## src/rtl/plsq_pkg.sv

```systemverilog
package plsq_pkg;

	localparam int unsigned MV_W      = 13;
	localparam int unsigned CNT_W     = 16;
	localparam int unsigned CFG_IDX_W = 3;
	localparam int unsigned CFG_DAT_W = 16;
	localparam int unsigned IN_W      = 16;
	localparam int unsigned OUT_W     = 24;

	typedef enum logic [1:0] {
		PH_IDLE = 2'd0,
		PH_SEAL = 2'd1,
		PH_FIRE = 2'd2,
		PH_DONE = 2'd3
	} phase_t;

	typedef enum logic [CFG_IDX_W-1:0] {
		REG_PRESSURE_REF  = 3'd0,
		REG_PRESSURE_TOL  = 3'd1,
		REG_BOTTLE_TIMEOUT = 3'd2,
		REG_SEAL_HOLD     = 3'd3,
		REG_FIRE_HOLD     = 3'd4
	} cfg_idx_t;

	typedef struct packed {
		logic [MV_W-1:0]  pressure_ref_mv;
		logic [MV_W-1:0]  pressure_tolerance_mv;
		logic [CNT_W-1:0] bottle_timeout_ticks;
		logic [CNT_W-1:0] seal_hold_ticks;
		logic [CNT_W-1:0] fire_hold_ticks;
	} cfg_t;

	localparam cfg_t CFG_RESET = '{
		pressure_ref_mv:       13'd2000,
		pressure_tolerance_mv: 13'd3000,
		bottle_timeout_ticks:  16'd1000,
		seal_hold_ticks:       16'd300,
		fire_hold_ticks:       16'd500
	};

	typedef struct packed {
		logic            fire_command;
		logic            power_on;
		logic [MV_W-1:0] pressure_feedback_mv;
		logic            round_present;
	} item_t;

	typedef struct packed {
		logic [MV_W-1:0] dac_setpoint_mv;
		phase_t          phase;
		logic            clearing_pending;
		logic            bottle_ok;
		logic            pressure_ok;
		logic            feed_request;
		logic            shot_in_progress;
		logic            fire_valve_open;
		logic            seal_valve_open;
	} result_t;

	typedef struct packed {
		phase_t           phase;
		logic [CNT_W-1:0] seal_cnt;
		logic [CNT_W-1:0] fire_cnt;
		logic [CNT_W-1:0] wait_cnt;
		logic             first_shot_done;
		logic             fire_pending;
		logic             seal_open;
		logic             fire_open;
		logic             pressure_ok;
		logic             bottle_ok;
		logic             shot_active;
		logic             feed_req;
	} seq_state_t;

	localparam seq_state_t STATE_RESET = '{
		phase:           PH_IDLE,
		seal_cnt:        '0,
		fire_cnt:        '0,
		wait_cnt:        '0,
		first_shot_done: 1'b0,
		fire_pending:    1'b0,
		seal_open:       1'b0,
		fire_open:       1'b0,
		pressure_ok:     1'b0,
		bottle_ok:       1'b0,
		shot_active:     1'b0,
		feed_req:        1'b0
	};

	function automatic logic [CNT_W-1:0] sat_inc(input logic [CNT_W-1:0] v);
		return (v == {CNT_W{1'b1}}) ? v : v + 1'b1;
	endfunction

endpackage

```

## src/rtl/plsq_cfg_regs.sv

```systemverilog
module plsq_cfg_regs
	import plsq_pkg::*;
(
	input  logic                 clk,
	input  logic                 arst_n,
	input  logic                 wr_en,
	input  logic [CFG_IDX_W-1:0] wr_index,
	input  logic [CFG_DAT_W-1:0] wr_data,
	output cfg_t                 cfg
);

	cfg_t cfg_q;

	always_ff @(posedge clk or negedge arst_n) begin
		if (!arst_n) begin
			cfg_q <= CFG_RESET;
		end else if (wr_en) begin
			unique case (cfg_idx_t'(wr_index))
				REG_PRESSURE_REF:   cfg_q.pressure_ref_mv       <= wr_data[MV_W-1:0];
				REG_PRESSURE_TOL:   cfg_q.pressure_tolerance_mv <= wr_data[MV_W-1:0];
				REG_BOTTLE_TIMEOUT: cfg_q.bottle_timeout_ticks  <= wr_data[CNT_W-1:0];
				REG_SEAL_HOLD:      cfg_q.seal_hold_ticks       <= wr_data[CNT_W-1:0];
				REG_FIRE_HOLD:      cfg_q.fire_hold_ticks       <= wr_data[CNT_W-1:0];
				// Indexes past the register list are dropped.
				default: ;
			endcase
		end
	end

	assign cfg = cfg_q;

endmodule

```

## src/rtl/plsq_core.sv

```systemverilog
module plsq_core
	import plsq_pkg::*;
(
	input  logic    clk,
	input  logic    arst_n,
	input  logic    step,
	input  item_t   item,
	input  cfg_t    cfg,
	output result_t result
);

	seq_state_t st_q;
	seq_state_t nx;
	logic [MV_W-1:0] diff;
	logic            run;

	always_comb begin
		nx = st_q;
		if (item.fire_command) begin
			nx.fire_pending = 1'b1;
		end

		diff = (item.pressure_feedback_mv >= cfg.pressure_ref_mv)
			? item.pressure_feedback_mv - cfg.pressure_ref_mv
			: cfg.pressure_ref_mv - item.pressure_feedback_mv;

		if (diff < cfg.pressure_tolerance_mv) begin
			nx.pressure_ok = 1'b1;
			nx.bottle_ok   = 1'b1;
			nx.wait_cnt    = '0;
		end else begin
			nx.wait_cnt    = sat_inc(st_q.wait_cnt);
			nx.pressure_ok = 1'b0;
			// A bottle that cannot reach pressure in time halts the shot: bottle_ok clears and the phase returns to idle.
			if (nx.wait_cnt > cfg.bottle_timeout_ticks) begin
				nx.bottle_ok       = 1'b0;
				nx.first_shot_done = 1'b0;
				nx.phase           = PH_IDLE;
			end
		end

		run = nx.bottle_ok && nx.pressure_ok && item.power_on
			&& (nx.fire_pending || nx.phase != PH_IDLE);

		if (run) begin
			unique case (nx.phase)
				PH_IDLE: begin
					if (item.round_present || !nx.first_shot_done) begin
						nx.shot_active = 1'b1;
						nx.phase       = PH_SEAL;
						nx.feed_req    = 1'b0;
					end else begin
						nx.feed_req = 1'b1;
					end
				end
				PH_SEAL: begin
					nx.seal_cnt  = sat_inc(st_q.seal_cnt);
					nx.seal_open = 1'b1;
					if (nx.seal_cnt > cfg.seal_hold_ticks) begin
						nx.phase = PH_FIRE;
					end
				end
				PH_FIRE: begin
					nx.fire_cnt  = sat_inc(st_q.fire_cnt);
					nx.fire_open = 1'b1;
					if (nx.fire_cnt > cfg.fire_hold_ticks) begin
						nx.phase = PH_DONE;
					end
				end
				PH_DONE: begin
					nx.seal_cnt        = '0;
					nx.fire_cnt        = '0;
					nx.shot_active     = 1'b0;
					nx.fire_pending    = 1'b0;
					nx.phase           = PH_IDLE;
					nx.seal_open       = 1'b0;
					nx.fire_open       = 1'b0;
					nx.first_shot_done = 1'b1;
				end
				default: ;
			endcase
		end

		if (!item.power_on) begin
			nx = STATE_RESET;
		end

		result.seal_valve_open  = nx.seal_open;
		result.fire_valve_open  = nx.fire_open;
		result.shot_in_progress = nx.shot_active;
		result.feed_request     = nx.feed_req;
		result.pressure_ok      = nx.pressure_ok;
		result.bottle_ok        = nx.bottle_ok;
		result.clearing_pending = !nx.first_shot_done;
		result.phase            = nx.phase;
		result.dac_setpoint_mv  = cfg.pressure_ref_mv;
	end

	always_ff @(posedge clk or negedge arst_n) begin
		if (!arst_n) begin
			st_q <= STATE_RESET;
		end else if (step) begin
			st_q <= nx;
		end
	end

`ifndef SYNTH
	// The fire valve only opens after a seal hold has opened the seal valve.
	a_fire_needs_seal: assert property (@(posedge clk) disable iff (!arst_n)
		st_q.fire_open |-> st_q.seal_open)
		else $error("fire valve open without seal valve");

	// Any phase past idle belongs to a shot in progress.
	a_phase_in_shot: assert property (@(posedge clk) disable iff (!arst_n)
		(st_q.phase != PH_IDLE) |-> st_q.shot_active)
		else $error("sequence phase active without a shot in progress");

	// State moves only when a word is handed on to the result register.
	a_state_holds: assert property (@(posedge clk) disable iff (!arst_n)
		!step |=> $stable(st_q))
		else $error("sequencer state changed without a step");
`endif

endmodule

```

## src/rtl/pneumatic_launch_sequencer.sv

```systemverilog
// Pneumatic launch sequencer. Each input word is one control tick and yields
// exactly one result word. The block takes one word per clock while results
// are taken: a word is held in an input register, evaluated against the
// sequencer state by one pass of compare and counter logic, and lands in the
// result register, which drives m_tvalid; a result that waits to be taken
// stalls that hand-on. With m_tready held high, a word accepted in every cycle
// leaves in every cycle. The input register lets one further word be accepted
// while a result waits to be taken. Configuration registers (index 0 pressure
// reference, 1 tolerance, 2 bottle timeout, 3 seal hold, 4 fire hold) are
// written through the cfg channel, which is always ready; write them only
// while no words are in flight. Indexes beyond 4 are ignored.
module pneumatic_launch_sequencer
	import plsq_pkg::*;
(
	input  logic                 clk,
	input  logic                 arst_n,
	input  logic                 s_tvalid,
	output logic                 s_tready,
	// round_present, pressure_feedback_mv[12:0], power_on, fire_command
	input  logic [IN_W-1:0]      s_tdata,
	output logic                 m_tvalid,
	input  logic                 m_tready,
	// seal_valve_open, fire_valve_open, shot_in_progress, feed_request,
	// pressure_ok, bottle_ok, clearing_pending, phase[1:0],
	// dac_setpoint_mv[12:0], zero padding
	output logic [OUT_W-1:0]     m_tdata,
	input  logic                 cfg_valid,
	output logic                 cfg_ready,
	input  logic [CFG_IDX_W-1:0] cfg_index,
	input  logic [CFG_DAT_W-1:0] cfg_data
);

	localparam int unsigned RES_W = $bits(result_t);

	cfg_t    cfg;
	item_t   item_s1;
	logic    valid_s1;
	result_t result;
	result_t result_q;
	logic    out_valid_q;
	logic    advance;

	assign cfg_ready = 1'b1;
	assign advance   = valid_s1 && (!out_valid_q || m_tready);
	assign s_tready  = !valid_s1 || advance;

	plsq_cfg_regs u_cfg (
		.clk      (clk),
		.arst_n   (arst_n),
		.wr_en    (cfg_valid && cfg_ready),
		.wr_index (cfg_index),
		.wr_data  (cfg_data),
		.cfg      (cfg)
	);

	always_ff @(posedge clk or negedge arst_n) begin
		if (!arst_n) begin
			valid_s1 <= 1'b0;
		end else if (s_tready) begin
			valid_s1 <= s_tvalid;
		end
	end

	always_ff @(posedge clk) begin
		if (s_tvalid && s_tready) begin
			item_s1 <= item_t'(s_tdata);
		end
	end

	plsq_core u_core (
		.clk    (clk),
		.arst_n (arst_n),
		.step   (advance),
		.item   (item_s1),
		.cfg    (cfg),
		.result (result)
	);

	always_ff @(posedge clk or negedge arst_n) begin
		if (!arst_n) begin
			out_valid_q <= 1'b0;
		end else if (advance) begin
			out_valid_q <= 1'b1;
		end else if (m_tready) begin
			out_valid_q <= 1'b0;
		end
	end

	always_ff @(posedge clk) begin
		if (advance) begin
			result_q <= result;
		end
	end

	assign m_tvalid = out_valid_q;
	assign m_tdata  = {{(OUT_W-RES_W){1'b0}}, result_q};

`ifndef SYNTH
	// A word in the input register stays put until it is handed on.
	a_s1_holds: assert property (@(posedge clk) disable iff (!arst_n)
		(valid_s1 && !advance) |=> (valid_s1 && $stable(item_s1)))
		else $error("input register lost a word");

	// A waiting result is never overwritten by the next tick.
	a_no_overwrite: assert property (@(posedge clk) disable iff (!arst_n)
		(out_valid_q && !m_tready) |-> !advance)
		else $error("result register overwritten while stalled");

	// An offered result word stays on the bus until it is taken.
	a_out_holds: assert property (@(posedge clk) disable iff (!arst_n)
		(m_tvalid && !m_tready) |=> (m_tvalid && $stable(m_tdata)))
		else $error("result word changed while stalled");
`endif

endmodule
```

## config.mk

```make
export PLATFORM = sky130hd
export DESIGN_NAME = pneumatic_launch_sequencer
export DESIGN_NICKNAME = d
export VERILOG_FILES = /design/src/rtl/plsq_pkg.sv /design/src/rtl/plsq_cfg_regs.sv /design/src/rtl/plsq_core.sv /design/src/rtl/pneumatic_launch_sequencer.sv
export SDC_FILE = /design/constraint.sdc
export NUM_CORES = 1
export LEC_CHECK = 0
export BUFFER_PORTS_ARGS = -buffer_cell sky130_fd_sc_hd__buf_2
export CORE_UTILIZATION = 55
export CTS_CLUSTER_DIAMETER = 100
export DETAILED_ROUTE_END_ITERATION = 7
export PLACE_DENSITY = 0.8
export SYNTH_ARGS = -nofsm -noshare
export SYNTH_HDL_FRONTEND = slang
export SYNTH_SLANG_ARGS = --single-unit
export TNS_END_PERCENT = 20
```

## constraint.sdc

```tcl
create_clock -name clk -period 5.9 [get_ports clk]
set_input_delay 0.59 -clock clk [delete_from_list [all_inputs] [get_ports clk]]
set_output_delay 0.59 -clock clk [all_outputs]
set_load 0.02 [all_outputs]
```

==> results of run 1 <==
==> registers in the layout, summed over array words and instances, names as in the netlist <==
| register | count |
|---|---|
| item_s1 | 16 |
| m_tdata | 22 |
| m_tvalid | 1 |
| u_cfg.cfg | 74 |
| u_core.st_q | 57 |
| valid_s1 | 1 |
==> Yosys cell counts (18+ instances only) <==
master / number / area share, %
a22o_1: 19 / 1.6
dfstp_2: 29 / 7.4
ha_1: 92 / 11
nor2_1: 40 / 1.5
dfrtp_1: 104 / 25
nand2_1: 152 / 5.5
a21oi_1: 49 / 2.4
nand4_1: 21 / 1.3
nor3_1: 18 / 0.87
o21ai_1: 28 / 1.4
mux2_2: 31 / 3.4
a21o_1: 28 / 2.0
clkbuf_1: 26 / 0.95
edfxtp_1: 38 / 11
inv_1: 93 / 3.4
xnor2_1: 25 / 2.1
nand3_1: 31 / 1.5
o21ai_0: 81 / 3.9
==> metrics by stage <==
stage          util (%)  hold WS, ps  setup WS, ps  area (um2)  power [mW]
6_report           64.2          229           248       11600        3.89
5_1_grt            64.2          288         -94.3       11600        4.12
4_1_cts            63.2          264          74.9       11500        3.83
3_5_place_dp       60.1          448           173       10900        2.74
3_3_place_gp       60.1          446           342       10900        2.70
2_1_floorplan         -          294           483       10300        2.39
==> worst max-delay path by stage <==
| stage | end | slack [ps] | depth (start not counted) |
|---|---|---|---|
| after global routing | u_core.st_q[24]$_DFFE_PN0P_ | -90 | 28 |
| final | u_core.st_q[24]$_DFFE_PN0P_ | 250 | 29 |
| after global placement | u_core.st_q[24]$_DFFE_PN0P_ | 340 | 26 |
| after detailed placement | u_core.st_q[46]$_DFFE_PN0P_ | 170 | 26 |
| after floorplan | u_core.st_q[28]$_DFFE_PN0P_ | 480 | 26 |
| after CTS | u_core.st_q[24]$_DFFE_PN0P_ | 70 | 25 |
==> power groups by stage <==
stage,combinational (mW),sequential [mW],clock [mW]
5_1_grt,1.44,1.54,1.13
2_1_floorplan,0.859,1.54,0
4_1_cts,1.22,1.52,1.09
3_3_place_gp,1.17,1.53,0
6_report,1.29,1.52,1.08
3_5_place_dp,1.20,1.54,0
==> metal layers <==
| metal | track usage, % | up-vias |
|---|---|---|
| li1 | - | 3903 |
| met1 | 35.9 | 3856 |
| met2 | 42.0 | 238 |
| met3 | 4.32 | 36 |
| met4 | 7.60 | 0 |
| met5 | 0 | - |
==> worst max-delay path: cells and delay by family (launching register included) <==
kind	cells	cell delay, ps
adders and majority gates	3	840
and+or+nand+nor	7	1210
xor gates and xnor gates	1	150
buffers and inverters	5	620
AOI/OAI and AO/OA	13	2150
DFF	1	540
==> repair_timing <==
action / CTS / global route
resized for setup: 0 / 27
setup endpoints to repair: 0 / 43
setup buffers: 0 / 7
==> cell families after synthesis <==
logic type	share of synthesized area, %
simple gates	15.5
mux	4.32
fa+ha+maj	11.6
xor+xnor	3.32
other cells	0.0729
buf+inv	5.29
compound gates	16.2
flops	43.7
==> final cells by class <==
type	count	area (um2)	share of cell area, %
Multi-Input combinational cell	773	5410	46.5
Sequential cell	171	4510	38.7
Timing Repair Buffer	89	520	4.47
Clock buffer	25	495	4.25
Inverter	95	357	3.06
Tap cell	229	287	2.46
Clock inverter	7	66.3	0.569
==> results.yml, run 1 <==
layout:
  n_antenna_cell: 0
  fillers: 1449
  areaGrowthSynthToFinish_pct: 13.0
  layout-drive-gt1-share_pct: 18.8
  final_cells: 1389
  layout_commonest_cell: "nand2_1"
  layout.nets: 1281
  final_cell_mix: "151 x nand2_1, 104 x dfrtp_1, 93 x inv_1"
floorplanning:
  die_h_um: 139
  ioPinCount: 67
  dieArea_um2: 19300
  initial_utilization_pct: 56.8
  placement_rows: 49
  die_w_um: 139
  core-area_um2: 18100
routing:
  ant_nets: 0
  vias_per_cell: 5.78
  drtIter0Drc: 826
  routed_wl_um: 24200
  wl_met2_um: 11200
  wl_met3_um: 1170
  drc: 1
  dr.pass1.iters: 7
  num_vias: 8033
  routedWlPerCell_um: 17.4
  highest_layer: "met4"
  m1WireLength_um: 11300
grt:
  grt_pass1_wl_um: 39500
  grt_pass1_vias: 7763
  grt_antenna_before_repair: 0
  grt_use_total_pct: 25.9
  grt_remaining_overflow: 0
  grt_max_degree: 85
power:
  power_frac_seq_pct: 39.1
  p_sw_mw: 1.30
  power.internal_mw: 2.59
  cellPowerDensity_nw_per_um2: 334
  peakVddDrop_v: 0.000244
  power.leakage_nw: 5.44
  clockPowerShare_pct: 27.7
  swShare_pct: 33.5
  power_frac_comb_pct: 33.2
placed_design:
  numPortBuffers: 63
  place_hpwl_um: 17100
  dp.cells: 1350
  gp_congestion: 0.894
setup_path:
  r2r_cells: 29
  crit_arrival_ps: 5960
  rrSetupSlack_ps: 250
  max_stage_delay_ps: 540
  cp-startpoint: "u_cfg.cfg[67]$_DFFE_PN1P_"
  cpMaxStageDelayCell: "dfstp_2"
  r2r_start: "u_cfg.cfg[67]$_DFFE_PN1P_"
  critPathCaptureType: "flop"
  worstSetupPathType: "reg2reg"
  start_kind: "flop"
  required_ps: 6210
  reg2reg_to: "u_core.st_q[24]$_DFFE_PN0P_"
  crit_fanout: 13
synth:
  async_flop_share_pct: 77.8
  synth_cells: 1079
  yosysWarnings: 0
  ys.flop_type: "dfrtp_1"
  syn_area_per_cell_um2: 9.55
  synth_edf_count: 38
  netlist_area_um2: 10300
  ys_seq_area_share_pct: 43.7
  yosys.cell_types.count: 73
  synth_seq_cells: 171
status:
  status: "finished with violations"
  violations: "DRC"
timing:
  setup_viol: 0
  worstMarginPinSlew_ps: 969
  fmax_mhz: 177
  timing.setup.tns_ps: 0
  min_period_over_period_pct: 95.8
  period_needed_ps: 5650
  fin_worst_skew_ps: 6.49
  maxSlewViolCount: 0
  slew_headroom_pct: 35.0
  hold_viol: 0
cts:
  cts_root_buf: "clkbuf_16"
  cts_tree: "yes"
  postCtsHoldBufs: 0
  cts.path.max_buffers: 2
  numCtsBuffers: 17
  clk_pin_slew_ps: 60
  htreeDepth: 4
  insertion_delay_ps: 430
  clock-sinks: 171
min_path:
  hold_path.class: "in2async"
job:
  cap_violations: 0
(Power assumes the default switching activity.)
==> inputs of run 2 (changes only) <==
--- a/config.mk
+++ b/config.mk
@@ -6,10 +6,11 @@
 export NUM_CORES = 1
 export LEC_CHECK = 0
 export BUFFER_PORTS_ARGS = -buffer_cell sky130_fd_sc_hd__buf_2
-export CORE_UTILIZATION = 55
+export CORE_UTILIZATION = 45
 export CTS_CLUSTER_DIAMETER = 100
 export DETAILED_ROUTE_END_ITERATION = 7
-export PLACE_DENSITY = 0.8
+export MAX_ROUTING_LAYER = met4
+export PLACE_DENSITY = 0.69
 export SYNTH_ARGS = -nofsm -noshare
 export SYNTH_HDL_FRONTEND = slang
 export SYNTH_SLANG_ARGS = --single-unit
==> run 2 against run 1 <==
Largest power group unchanged; wire length decreased by 0.67%; clock-buffer cell count down 5; first-iteration DRC count fell by 45%; global-route usage fell by 3.6 points; non-clock buffer count decreased by 1; maximum frequency grew 1.2%; the flow now finishes without violations; via count decreased by 0.96%; sequential cell count unchanged.
==> results.yml, run 2 (synthesized netlist as in run 1, its figures left out) <==
power:
  power.leakage_nw: 5.39
  total_power_mw: 3.84
  peakVddDrop_v: 0.000194
  cellPowerDensity_nw_per_um2: 330
grt:
  grt_use_total_pct: 22.3
  grtUsageMet2_pct: 34.4
  grt_max_degree: 83
  top_usage_layer: "met2"
  grt_pass1_vias: 7662
  met3_usage_pct: 3.63
  grt_remaining_overflow: 0
  use_met1_pct: 30.2
  grt_pass1_wl_um: 39800
  grt_antenna_before_repair: 0
layout:
  layout-drive-gt1-share_pct: 18.5
  largest_reg_flops: 74
  areaGrowthSynthToFinish_pct: 13.2
  layout_commonest_cell: "nand2_1"
  layout.nets: 1280
  final_cell_mix: "151 x nand2_1, 103 x dfrtp_1, 93 x inv_1"
floorplanning:
  dieArea_um2: 23500
  die_h_um: 153
  ioPinCount: 67
  placement_rows: 54
  initial_utilization_pct: 46.5
  die_w_um: 153
  core-area_um2: 22200
setup_path:
  crit_fanout: 8
  cp_top_family: "compound AO/OA/AOI/OAI gates"
  max_stage_delay_ps: 540
  cp-startpoint: "u_cfg.cfg[68]$_DFFE_PN1P_"
  critPathCaptureType: "flop"
  path_common_cell: "ha_1"
  r2r_start: "u_cfg.cfg[68]$_DFFE_PN1P_"
  rrSetupSlack_ps: 310
  crit_arrival_ps: 5910
  start_kind: "flop"
  required_ps: 6230
  critPathBufInv: 3
  worstSetupPathType: "reg2reg"
  cpMaxStageDelayCell: "dfstp_2"
  r2r_cells: 27
  reg2reg_to: "u_core.st_q[48]$_DFFE_PN0P_"
timing:
  slew_headroom_pct: 34.2
  period_needed_ps: 5590
  fin_worst_skew_ps: 8.74
  fmax_mhz: 179
  maxSlewViolCount: 0
  grt_setup_unrepaired: "true"
  min_period_over_period_pct: 94.7
  hold_viol: 0
  worstMarginPinSlew_ps: 981
  setup_viol: 0
  setup_ws_ps: 314
routing:
  num_vias: 7956
  drc: 0
  vias_per_cell: 5.53
  ant_nets: 0
  drtIter0Drc: 458
  routedWlPerCell_um: 16.7
  dr.pass1.iters: 5
  routed_wl_um: 24000
cts:
  cts.path.max_buffers: 2
  numCtsBuffers: 17
  clock-sinks: 171
  cts_tree: "yes"
  cts_root_buf: "clkbuf_16"
  htreeDepth: 4
  insertion_delay_ps: 430
  clk_pin_slew_ps: 60
placed_design:
  numPortBuffers: 63
  place_hpwl_um: 17100
  place_ws_ps: 150
  gp_congestion: 0.891
min_path:
  hold_path.class: "in2async"
status:
  status: "completed"
job:
  cap_violations: 0
run 2: layout make-up:
class | count | area (um2)
Fill cell | 1970 | 10500
Timing Repair Buffer | 88 | 509
Tap cell | 280 | 350
Inverter | 95 | 357
Clock buffer | 20 | 447
Clock inverter | 12 | 98.8
Sequential cell | 171 | 4510
Multi-Input combinational cell | 773 | 5390
Antenna cell | 1 | 2.50
run 2: worst register-to-register path, cell delays in order, from the launching register on:
cell and delay (ps):
dfstp_2 540, inv_1 50, ha_1 310, o21ai_2 110, a21oi_1 60, or4_4 430
o221ai_4 230, buf_4 170, and3_1 180, nor3_2 60, a31oi_1 210, xnor2_1 140
ha_1 280, a21oi_2 170, o21a_1 170, o21ai_0 90, a21oi_1 210, or3_4 190
and2_4 150, inv_1 50, ha_1 220, nand2_1 90, o2111ai_1 140, a21oi_2 260
nand2_1 160, a21o_4 290, or2_1 280, o41ai_2 210
run 2: timing repair:
item / CTS / global route
hold buffers: 0 / 0
hold endpoints to repair: 0 / 0
setup buffers: 0 / 4
gates resized for setup: 0 / 21
setup endpoints to repair: 0 / 43
run 2: how the worst max path moves through the flow:
stage                                             end  slack (ps)  cells past startpoint
final                     u_core.st_q[48]$_DFFE_PN0P_         310                     27
after global routing      u_core.st_q[44]$_DFFE_PN0P_          -4                     28
after CTS                 u_core.st_q[48]$_DFFE_PN0P_          90                     26
after detailed placement  u_core.st_q[28]$_DFFE_PN0P_         150                     25
after global placement    u_core.st_q[28]$_DFFE_PN0P_         320                     25
after floorplan           u_core.st_q[28]$_DFFE_PN0P_         480                     26
run 2: where the power goes:
group,switching (mW),internal (mW),leakage [nW]
sequential,0.0954,1.42,2.03
combinational,0.736,0.536,3.10
clock,0.466,0.588,0.263
run 2: per-stage QoR:
stage                     TNS, ps  std cells  area, um2  util [%]  hold WS (ps)
after floorplan                 0       1080      10300         -           294
after CTS                       0       1435      11500      52.0           256
after global placement          0       1403      11000      49.6           447
after detailed placement        0       1403      11000      49.6           441
after global routing        -5.94       1439      11700      52.6           287
final                           0       1440      11700      52.6           228
run 2: routing by layer:
| metal | wire (um) | vias up | share of wire, % |
|---|---|---|---|
| met5 | 0 | - | 0 |
| met4 | 328 | 0 | 1.4 |
| met3 | 899 | 25 | 3.7 |
| met2 | 11100 | 169 | 46 |
| met1 | 11700 | 3853 | 49 |
| li1 | - | 3909 | - |
